==> src/rtl/mptw_pkg.sv <==
package mptw_pkg;

  localparam int PAGE_OFFSET_BITS = 12;
  localparam int LEVEL_COUNT      = 4;
  localparam int POOL_FRAMES      = 256;

  localparam int VA_W        = 48;
  localparam int PHYS_W      = 21;
  localparam int VPN_BITS    = PAGE_OFFSET_BITS - 3;
  localparam int FRAME_W     = $clog2(POOL_FRAMES + 1);
  localparam int FIDX_W      = $clog2(POOL_FRAMES);
  localparam int ADDR_W      = FIDX_W + VPN_BITS;
  localparam int ENT_W       = FRAME_W + 1;
  localparam int STORE_DEPTH = POOL_FRAMES * (1 << VPN_BITS);
  localparam int LVL_W       = (LEVEL_COUNT > 1) ? $clog2(LEVEL_COUNT) : 1;

  typedef logic [FRAME_W-1:0]  frame_t;
  typedef logic [VPN_BITS-1:0] grp_t;
  typedef logic [ADDR_W-1:0]   addr_t;
  typedef logic [ENT_W-1:0]    entry_t;

  typedef enum logic [2:0] {
    WS_IDLE,
    WS_START,
    WS_READ,
    WS_ENTRY,
    WS_RESP
  } mptw_state_t;

  typedef struct packed {
    logic   rd_en;
    logic   wr_en;
    addr_t  addr;
    entry_t wr_data;
  } mptw_mem_req_t;

  function automatic logic frame_ok(frame_t f);
    return (f != '0) && (f <= FRAME_W'(POOL_FRAMES));
  endfunction

  function automatic addr_t slot_of(frame_t f, grp_t g);
    logic [FRAME_W-1:0] fm1;
    fm1 = f - FRAME_W'(1);
    return {fm1[FIDX_W-1:0], g};
  endfunction

endpackage

==> src/rtl/mptw_if.sv <==
interface mptw_req_if;
  import mptw_pkg::*;
  logic            valid;
  logic            ready;
  logic            req_type;
  logic [VA_W-1:0] virt_addr;

  modport source (output valid, output req_type, output virt_addr, input ready);
  modport sink (input valid, input req_type, input virt_addr, output ready);
endinterface

interface mptw_rsp_if;
  import mptw_pkg::*;
  logic              valid;
  logic              ready;
  logic [PHYS_W-1:0] phys_addr;
  logic              fault;
  logic              out_of_frames;

  modport source (output valid, output phys_addr, output fault, output out_of_frames,
                  input ready);
  modport sink (input valid, input phys_addr, input fault, input out_of_frames,
                output ready);
endinterface

==> src/rtl/mptw_walk.sv <==
module mptw_walk (
  input  logic                    clk,
  input  logic                    rst_n,
  mptw_req_if.sink                in_ch,
  mptw_rsp_if.source              out_ch,
  output mptw_pkg::mptw_mem_req_t mem_req,
  input  mptw_pkg::entry_t        rd_data,
  input  logic                    store_busy
);
  import mptw_pkg::*;

  mptw_state_t state_r, state_nxt;
  logic                        type_r, type_nxt;
  logic [PAGE_OFFSET_BITS-1:0] off_r, off_nxt;
  grp_t                        grp_r [LEVEL_COUNT];
  grp_t                        grp_nxt [LEVEL_COUNT];
  logic [LVL_W-1:0]            lvl_r, lvl_nxt;
  frame_t                      frame_r, frame_nxt;
  frame_t                      root_r, root_nxt;
  frame_t                      used_r, used_nxt;
  logic [PHYS_W-1:0]           res_phys_r, res_phys_nxt;
  logic                        res_fault_r, res_fault_nxt;
  logic                        res_oof_r, res_oof_nxt;
  logic                        out_valid_r, out_valid_nxt;
  logic [PHYS_W-1:0]           out_phys_r, out_phys_nxt;
  logic                        out_fault_r, out_fault_nxt;
  logic                        out_oof_r, out_oof_nxt;

  logic        accept;
  logic [63:0] vpn64;
  frame_t      nf;
  logic        hit;
  logic        pool_full;
  frame_t      used_inc;
  logic        lvl_done;

  assign in_ch.ready = (state_r == WS_IDLE) && !store_busy;
  assign accept      = in_ch.valid && in_ch.ready;
  assign vpn64       = 64'(in_ch.virt_addr >> PAGE_OFFSET_BITS);
  assign nf          = rd_data[ENT_W-1:1];
  assign hit         = rd_data[0] && frame_ok(nf);
  assign pool_full   = used_r >= FRAME_W'(POOL_FRAMES);
  assign used_inc    = used_r + FRAME_W'(1);

  always_comb begin
    state_nxt     = state_r;
    type_nxt      = type_r;
    off_nxt       = off_r;
    grp_nxt       = grp_r;
    lvl_nxt       = lvl_r;
    frame_nxt     = frame_r;
    root_nxt      = root_r;
    used_nxt      = used_r;
    res_phys_nxt  = res_phys_r;
    res_fault_nxt = res_fault_r;
    res_oof_nxt   = res_oof_r;
    out_valid_nxt = out_valid_r;
    out_phys_nxt  = out_phys_r;
    out_fault_nxt = out_fault_r;
    out_oof_nxt   = out_oof_r;
    lvl_done      = 1'b0;

    mem_req.rd_en   = 1'b0;
    mem_req.wr_en   = 1'b0;
    mem_req.addr    = slot_of(frame_r, grp_r[lvl_r]);
    mem_req.wr_data = {used_inc, 1'b1};

    if (out_valid_r && out_ch.ready) begin
      out_valid_nxt = 1'b0;
    end

    case (state_r)
      WS_IDLE: begin
        if (accept) begin
          type_nxt = in_ch.req_type;
          off_nxt  = in_ch.virt_addr[PAGE_OFFSET_BITS-1:0];
          for (int l = 0; l < LEVEL_COUNT; l++) begin
            grp_nxt[l] = VPN_BITS'(vpn64 >> (l * VPN_BITS));
          end
          state_nxt = WS_START;
        end
      end
      WS_START: begin
        res_phys_nxt  = '0;
        res_fault_nxt = 1'b0;
        res_oof_nxt   = 1'b0;
        lvl_nxt       = LVL_W'(LEVEL_COUNT - 1);
        frame_nxt     = root_r;
        state_nxt     = WS_READ;
        if (!frame_ok(root_r)) begin
          if (!type_r) begin
            res_fault_nxt = 1'b1;
            state_nxt     = WS_RESP;
          end else if (pool_full) begin
            res_oof_nxt = 1'b1;
            state_nxt   = WS_RESP;
          end else begin
            used_nxt  = used_inc;
            root_nxt  = used_inc;
            frame_nxt = used_inc;
          end
        end
      end
      WS_READ: begin
        mem_req.rd_en = 1'b1;
        state_nxt     = WS_ENTRY;
      end
      WS_ENTRY: begin
        if (hit) begin
          frame_nxt = nf;
          lvl_done  = 1'b1;
        end else if (!type_r) begin
          res_fault_nxt = 1'b1;
          state_nxt     = WS_RESP;
        end else if (pool_full) begin
          res_oof_nxt = 1'b1;
          state_nxt   = WS_RESP;
        end else begin
          mem_req.wr_en = 1'b1;
          used_nxt      = used_inc;
          frame_nxt     = used_inc;
          lvl_done      = 1'b1;
        end
        if (lvl_done) begin
          if (lvl_r == '0) begin
            if (!type_r) begin
              res_phys_nxt = PHYS_W'({frame_nxt, off_r});
            end
            state_nxt = WS_RESP;
          end else begin
            lvl_nxt   = lvl_r - LVL_W'(1);
            state_nxt = WS_READ;
          end
        end
      end
      WS_RESP: begin
        if (!out_valid_r || out_ch.ready) begin
          out_valid_nxt = 1'b1;
          out_phys_nxt  = res_phys_r;
          out_fault_nxt = res_fault_r;
          out_oof_nxt   = res_oof_r;
          state_nxt     = WS_IDLE;
        end
      end
      default: begin
        state_nxt = WS_IDLE;
      end
    endcase
  end

  always_ff @(posedge clk) begin
    if (!rst_n) begin
      state_r     <= WS_IDLE;
      root_r      <= '0;
      used_r      <= '0;
      out_valid_r <= 1'b0;
    end else begin
      state_r     <= state_nxt;
      root_r      <= root_nxt;
      used_r      <= used_nxt;
      out_valid_r <= out_valid_nxt;
    end
  end

  always_ff @(posedge clk) begin
    type_r      <= type_nxt;
    off_r       <= off_nxt;
    grp_r       <= grp_nxt;
    lvl_r       <= lvl_nxt;
    frame_r     <= frame_nxt;
    res_phys_r  <= res_phys_nxt;
    res_fault_r <= res_fault_nxt;
    res_oof_r   <= res_oof_nxt;
    out_phys_r  <= out_phys_nxt;
    out_fault_r <= out_fault_nxt;
    out_oof_r   <= out_oof_nxt;
  end

  assign out_ch.valid         = out_valid_r;
  assign out_ch.phys_addr     = out_phys_r;
  assign out_ch.fault         = out_fault_r;
  assign out_ch.out_of_frames = out_oof_r;

  a_pool_bound: assert property (@(posedge clk) disable iff (!rst_n)
    1'b1 |-> used_r <= FRAME_W'(POOL_FRAMES))
    else $error("frame count beyond pool");

  a_used_monotonic: assert property (@(posedge clk) disable iff (!rst_n)
    1'b1 |=> used_r >= $past(used_r))
    else $error("frame count went backward");

  a_write_only_alloc: assert property (@(posedge clk) disable iff (!rst_n)
    mem_req.wr_en |-> (state_r == WS_ENTRY) && type_r && !store_busy)
    else $error("table write outside an allocate walk");

  a_root_stable: assert property (@(posedge clk) disable iff (!rst_n)
    frame_ok($past(root_r)) |-> $stable(root_r))
    else $error("root table changed once set");

  a_no_accept_clear: assert property (@(posedge clk) disable iff (!rst_n)
    accept |-> !store_busy && (state_r == WS_IDLE))
    else $error("word taken while walker busy");

endmodule
==> src/flat_wrapper.sv <==
// flat-port wrapper written by rule: the top's interface ports become plain ports
module mptw_walk_flat import mptw_pkg::*;
  (clk, rst_n, mem_req, rd_data, store_busy, in_ch_valid, in_ch_req_type, in_ch_virt_addr, in_ch_ready, out_ch_valid, out_ch_phys_addr, out_ch_fault, out_ch_out_of_frames, out_ch_ready);
  mptw_req_if in_ch_i ();
  mptw_rsp_if out_ch_i ();
  input  logic clk;
  input  logic rst_n;
  output mptw_pkg::mptw_mem_req_t mem_req;
  input  mptw_pkg::entry_t rd_data;
  input  logic store_busy;
  input wire logic [$bits(in_ch_i.valid)-1:0] in_ch_valid;
  input wire logic [$bits(in_ch_i.req_type)-1:0] in_ch_req_type;
  input wire logic [$bits(in_ch_i.virt_addr)-1:0] in_ch_virt_addr;
  output wire logic [$bits(in_ch_i.ready)-1:0] in_ch_ready;
  output wire logic [$bits(out_ch_i.valid)-1:0] out_ch_valid;
  output wire logic [$bits(out_ch_i.phys_addr)-1:0] out_ch_phys_addr;
  output wire logic [$bits(out_ch_i.fault)-1:0] out_ch_fault;
  output wire logic [$bits(out_ch_i.out_of_frames)-1:0] out_ch_out_of_frames;
  input wire logic [$bits(out_ch_i.ready)-1:0] out_ch_ready;
  assign in_ch_i.valid = in_ch_valid;
  assign in_ch_i.req_type = in_ch_req_type;
  assign in_ch_i.virt_addr = in_ch_virt_addr;
  assign in_ch_ready = in_ch_i.ready;
  assign out_ch_valid = out_ch_i.valid;
  assign out_ch_phys_addr = out_ch_i.phys_addr;
  assign out_ch_fault = out_ch_i.fault;
  assign out_ch_out_of_frames = out_ch_i.out_of_frames;
  assign out_ch_i.ready = out_ch_ready;
  mptw_walk u_core (.clk(clk), .rst_n(rst_n), .in_ch(in_ch_i), .out_ch(out_ch_i), .mem_req(mem_req), .rd_data(rd_data), .store_busy(store_busy));
endmodule
==> config.mk <==
export PLATFORM = sky130hd
export DESIGN_NAME = mptw_walk_flat
export DESIGN_NICKNAME = d
export VERILOG_FILES = /design/src/rtl/mptw_pkg.sv /design/src/rtl/mptw_if.sv /design/src/rtl/mptw_walk.sv /design/src/flat_wrapper.sv
export SDC_FILE = /design/constraint.sdc
export NUM_CORES = 1
export LEC_CHECK = 0
export BUFFER_PORTS_ARGS = -buffer_cell sky130_fd_sc_hd__clkbuf_2
export CORE_AREA = 3 3 101 103
export DETAILED_ROUTE_END_ITERATION = 10
export DIE_AREA = 0 0 104 106
export PLACE_DENSITY = 0.82
export SYNTH_ARGS = -nofsm -noshare
export SYNTH_HDL_FRONTEND = slang
export SYNTH_SLANG_ARGS = --single-unit
==> constraint.sdc <==
create_clock -name clk -period 7.8 [get_ports clk]
set_clock_uncertainty 0.2 [all_clocks]
set_input_delay 0.78 -clock clk [delete_from_list [all_inputs] [get_ports clk]]
set_output_delay 0.78 -clock clk [all_outputs]
set_load 0.01 [all_outputs]
## After elaboration in Yosys (flattened, before gate mapping)

Cells that the tools add are included.

| cells by class | value |
|---|---|
| equality and inequality tests | 16 |
| reductions and logical operators | 22 |
| add/subtract/negate cells | 3 |
| bitwise operators | 1 |
| order comparisons | 4 |
| multiplexer cells | 55 |

Operator list:

| operator | count |
|---|---|
| two-way mux 9 bit | 12 |
| two-way mux 21 bit | 3 |
| one-hot mux 21 bit (2 select lines) | 1 |
| one-hot mux 9 bit (2 select lines) | 2 |
| two-way mux 3 bit | 10 |
| two-way mux 1 bit | 20 |
| binary-select mux 9 bit (select 2 bit) | 1 |
| less-or-equal comparator 9 bit (second input constant) | 2 |
| nonzero test 9 bit | 2 |
| one-hot mux 3 bit (5 select lines) | 1 |
| inequality test 2 x 1 -> 1 bit (second input constant) | 6 |
| AND reduction 4 bit | 3 |
| adder 9 x 1 -> 9 bit (second input constant) | 1 |
| greater-or-equal comparator 9 bit (second input constant) | 1 |
| AND reduction 3 bit | 3 |
| inequality test 2 bit (second input constant) | 4 |
| subtractor 8 x 1 -> 8 bit (second input constant) | 1 |
| equality test 3 x 2 -> 1 bit (second input constant) | 2 |
| logical AND 1 bit | 6 |
| two-way mux 2 bit | 2 |
| inequality test 4 bit (second input constant) | 1 |
| one-hot mux 1 bit (2 select lines) | 2 |
| one-hot mux 2 bit (2 select lines) | 1 |
| AND reduction 2 bit | 2 |
| 11 further kinds | 12 |

| storage, ports and cells | value |
|---|---|
| word-level logic and storage cells | 119 |
| bits of input ports | 64 |
| output and inout port bits | 54 |
| register bits after elaboration | 128 |

## Logic depth before layout (Yosys ltp)

| logic depth | value |
|---|---|
| depth after elaboration | 8 |
| mapped depth | 7 |
| mapped depth without buffers | 6 |

## Worst setup path before layout

Ideal clock, no wire load.

| timing | value |
|---|---|
| path kind | input-to-reg |
| from | in rd_data[6] |
| to | reg u_core.res_phys_r[0] (enable) |
| path buffers | 0 |
| stages | 5 |
| data required time | 7.194 ns |
| arrival | 3.042 ns |
| setup slack | 4.152 ns |
| library setup time | 0.406 ns |
| cells stage by stage | or4_4 -> or3_4 -> nand2_1 -> nand3b_1 -> a21oi_1 |

| on the way | value |
|---|---|
| longest elaborated chain between the ends | 7 |
| elaborated cells between the ends (all ways) | 8 |
| classes of those cells | 1 x order compare; 1 x eq/ne; 2 x mux; 4 x reduce/logical |

Ends and longest elaborated chain:

| item | RTL line | source |
|---|---|---|
| start, declared | flat_wrapper.sv:9 | `input mptw_pkg::entry_t rd_data;` |
| less-or-equal comparator 9 bit or nonzero test 9 bit (tied branches) | mptw_pkg.sv:38 | `return (f != '0) && (f <= FRAME_W'(POOL_FRAMES));` |
| logical AND 1 bit * | mptw_pkg.sv:38 |  |
| logical AND 1 bit * | mptw_walk.sv:41 | `assign hit = rd_data[0] && frame_ok(nf);` |
| two-way mux 1 bit * | mptw_walk.sv:109 | `if (hit) begin` |
| two-way mux 1 bit * | mptw_walk.sv:72 | `case (state_r)` |
| inequality test 2 x 1 -> 1 bit (no source line) * | - |  |
| AND reduction 4 bit (no source line) * | - |  |
| end signal, assigned | mptw_walk.sv:171 | `res_phys_r <= res_phys_nxt;` |
| end, declared | mptw_walk.sv:21 | `logic [PHYS_W-1:0] res_phys_r, res_phys_nxt;` |

Mark *: on every way between the ends. The rest lies on a longest branch, timed or not. The select of a mux whose other input is x is not followed.
A chain may end at the register's enable or synchronous reset.

==> results.md <==
* Status: complete, no violations
* Max IR drop VDD at 0.000192 V
* Largest net degree at the start of global routing at 51
* Initial Util at 58.1%
* Max H-tree Level at 4
* Worst path cell trace: nand3b_1, nor2_1, nand3_1, inv_1, clkbuf_2
* Distinct cells, synth at 49
* Hold WC Path Type: register to register
* CTS Buffer Depth at 2
* CP max stage cell: nand3b_1
* Hold_buf cts at 0
* Post-CTS setup buffers at 0
* Hold path endpoint: u_core.out_ch.phys_addr[18]
* # rows at 35
* Register-to-register setup slack at 4.98 ns
* Antenna cells at 0
* Slew headroom at 26.3%
* CP top delay family: simple AND/OR/NAND/NOR gates
* Slew of the pin with the lowest slew margin at 1.11 ns
* Max-slew violation count at 0
* Area added between synthesis and finish at 24.2%
* Die Span Y at 106 um
* Max-cap violation count at 0
* Critical path arrival at 2.80 ns
* Placed cell areas at 6080 um^2
* GPL Wtd Cong at 0.872
* Vias per cell at 5.25
* Syn Nets at 458
* Synthesized area at 5390 um^2
* Total Power at 1730 uW
* Synth Area per Inst at 13.8 um^2
* Worst Hold Depth at 0
* Final wirelength at 10800 um
* I/O Pins at 118
* PostCTS Resize Cnt at 0
* Power Density at 259 nW/um^2
* Type of origin of the critical path: register
* Worst r2r path cells at 5
* Clk Latency, worst-skew pair at 0.51 ns
* Setup TNS at 0 ns
* Leak pwr at 0.00276 uW
* Global router's overall resource usage at 20.3%
* Sequential fraction of the synthesis area at 67.2%
* Full die area at 11000 um^2
* Final Hold Vio Count at 0
* Yosys warnings at 0
* Reg-to-reg endpoint: u_core.used_r[6]
* Per-cell routed wire length at 16.6 um
* CTS tree: done
* Part of the cycle the worst path needs at 48.5%
* Clk sinks at 128
* CP required at 6.82 ns
* Top cells by area, synth: edfxtp_1 (59%), dfxtp_1 (8.2%), mux2i_1 (5.0%)
* Initial DRC count at 167
* First-pass GRT wire length at 17100 um
* Vias post-DR at 3417
* Dominant synthesized flop cell: edfxtp_1
* Crit. End Element: output port
* Fin nets at 578
* Initial antenna violation count at 0
* Core area at 9280 um^2
* Yosys reg bits at 128
* Dpl hpwl at 7780 um
* Crit Path Class: register to output port
* Gr ovfl total at 0
* RSZ-0062 raised after global routing: false
* Crit path buffers/inverters at 2
* Fraction of registers with async set/reset at 0%
* Setup-failing EPs final at 0
* Yosys top cell by area: edfxtp_1
* Cells after synthesis at 390
* FF-to-FF Start: u_core.state_r[1]
* Port buffer count at 116
* TritonCTS Buffers at 17
* Largest stage delay, worst path at 0.66 ns
* Vias in the first global route at 3292
* Share of cells above drive strength 1 at 32.2%
* Core Util, Final at 72.1%
* Post-synth EDFFs at 106
* Die W at 104 um
* Crit Path Max Fanout at 17
* Worst-path clk slew at 0.06 ns
* Post-route DRC at 0
* Area share of the largest cell type after synthesis at 59.0%
* Finished Cell Area at 6700 um^2
* Hold path start: u_core.res_phys_r[18]
* DR pass1 iterations at 5
* Fmax at 0.264 GHz
* Post-DRT Antenna Nets at 0
* Min cycle time layout at 3.78 ns
* Clk root buf: clkbuf_8
[worst reg2reg max path: cells and delay by family, from the launching register on]
kind	cells	cell delay, ns
compound gates	1	0.32
mux	1	0.21
flops	1	0.54
simple gates	3	1.49
[where the power goes]
part / leakage, uW / total, uW / switching (uW) / internal (uW)
Sequential: 0.00117 / 789 / 13.6 / 775
Clock: 0.000305 / 829 / 305 / 524
Combinational: 0.00128 / 115 / 69.6 / 45.4
[registers in the layout, indices dropped and copies added (netlist names)]
name	flops
u_core.out_ch.valid	1
u_core.type_r	1
u_core.res_fault_r	1
u_core.off_r	12
u_core.frame_r	9
u_core.res_phys_r	21
u_core.out_ch.out_of_frames	1
u_core.used_r	9
u_core.out_ch.fault	1
u_core.lvl_r	2
u_core.res_oof_r	1
u_core.out_ch.phys_addr	21
u_core.grp_r	36
u_core.state_r	3
u_core.root_r	9
[synthesized netlist by cell type (3+ instances only)]
cell type / n
edfxtp_1: 106
nand2_1: 33
mux2i_1: 27
nor2_1: 24
dfxtp_1: 22
and2_1: 18
o21ai_0: 17
inv_1: 16
clkbuf_1: 11
a21oi_1: 10
mux4_2: 9
xor2_1: 9
nand2b_1: 8
nand3_1: 8
nor3_1: 7
a211oi_1: 4
ha_1: 4
a211o_1: 3
a31oi_1: 3
buf_4: 3
nor2b_1: 3
nor4_1: 3
o21a_1: 3
o31ai_1: 3
or4_1: 3
xnor2_1: 3
[layout make-up]
class                           instances  area [um^2]
Sequential cell                       128         3620
Timing Repair Buffer                  118          596
Inverter                               17         63.8
Multi-Input combinational cell        228         1630
Clock buffer                           17          414
Fill cell                             632         2590
Tap cell                              129          161
Clock inverter                         14          206
[stage by stage]
step | std cells | setup WS [ns] | hold slack (ns)
floorplan | 390 | 4.15 | 0.200
global placement | 620 | 4.29 | 0.201
detailed placement | 620 | 4.25 | 0.205
CTS | 651 | 4.03 | 0.218
global route | 651 | 3.85 | 0.204
finish | 651 | 4.02 | 0.215
[worst max-delay path by stage]
stage / from / to / cells past startpoint
after CTS: u_core.state_r[1] / mem_req[27] / 5
after floorplan: rd_data[6] / u_core.res_phys_r[0] / 5
after global routing: u_core.state_r[1] / mem_req[27] / 5
after global placement: rd_data[6] / u_core.res_phys_r[11] / 6
after detailed placement: rd_data[6] / u_core.res_phys_r[11] / 6
final: u_core.state_r[1] / mem_req[27] / 5
[placed cells by master, fill, tap and decap left out, types with 4 or more instances in the layout]
cell type / n
nor3_1: 6
bufinv_16: 4
a211oi_1: 4
inv_1: 16
nand3_1: 8
mux4_2: 9
nor2_1: 24
o21ai_0: 17
clkbuf_16: 16
nand2b_1: 8
a21oi_1: 9
ha_1: 4
mux2i_1: 27
and2_1: 17
clkinv_4: 5
edfxtp_1: 106
xor2_1: 9
nand2_1: 33
clkbuf_2: 116
dfxtp_1: 22
[routing by layer]
metal,routed length [um],vias up,part of all wire [%],global-route usage (%)
li1,-,1685,-,-
met5,0,-,0,0
met3,620,14,5.7,5.46
met4,116,0,1.1,7.22
met1,4660,1599,43,27.2
met2,5390,119,50,32.2
[kinds of logic after synthesis]
group,synth area share [%]
AOI/OAI and AO/OA,6.99
xor gates and xnor gates,1.95
adders and majority gates,0.928
buffers and inverters,2.72
DFF,67.2
muxes,8.77
other,0.0696
and+or+nand+nor,11.4
(Power assumes the default switching activity.)
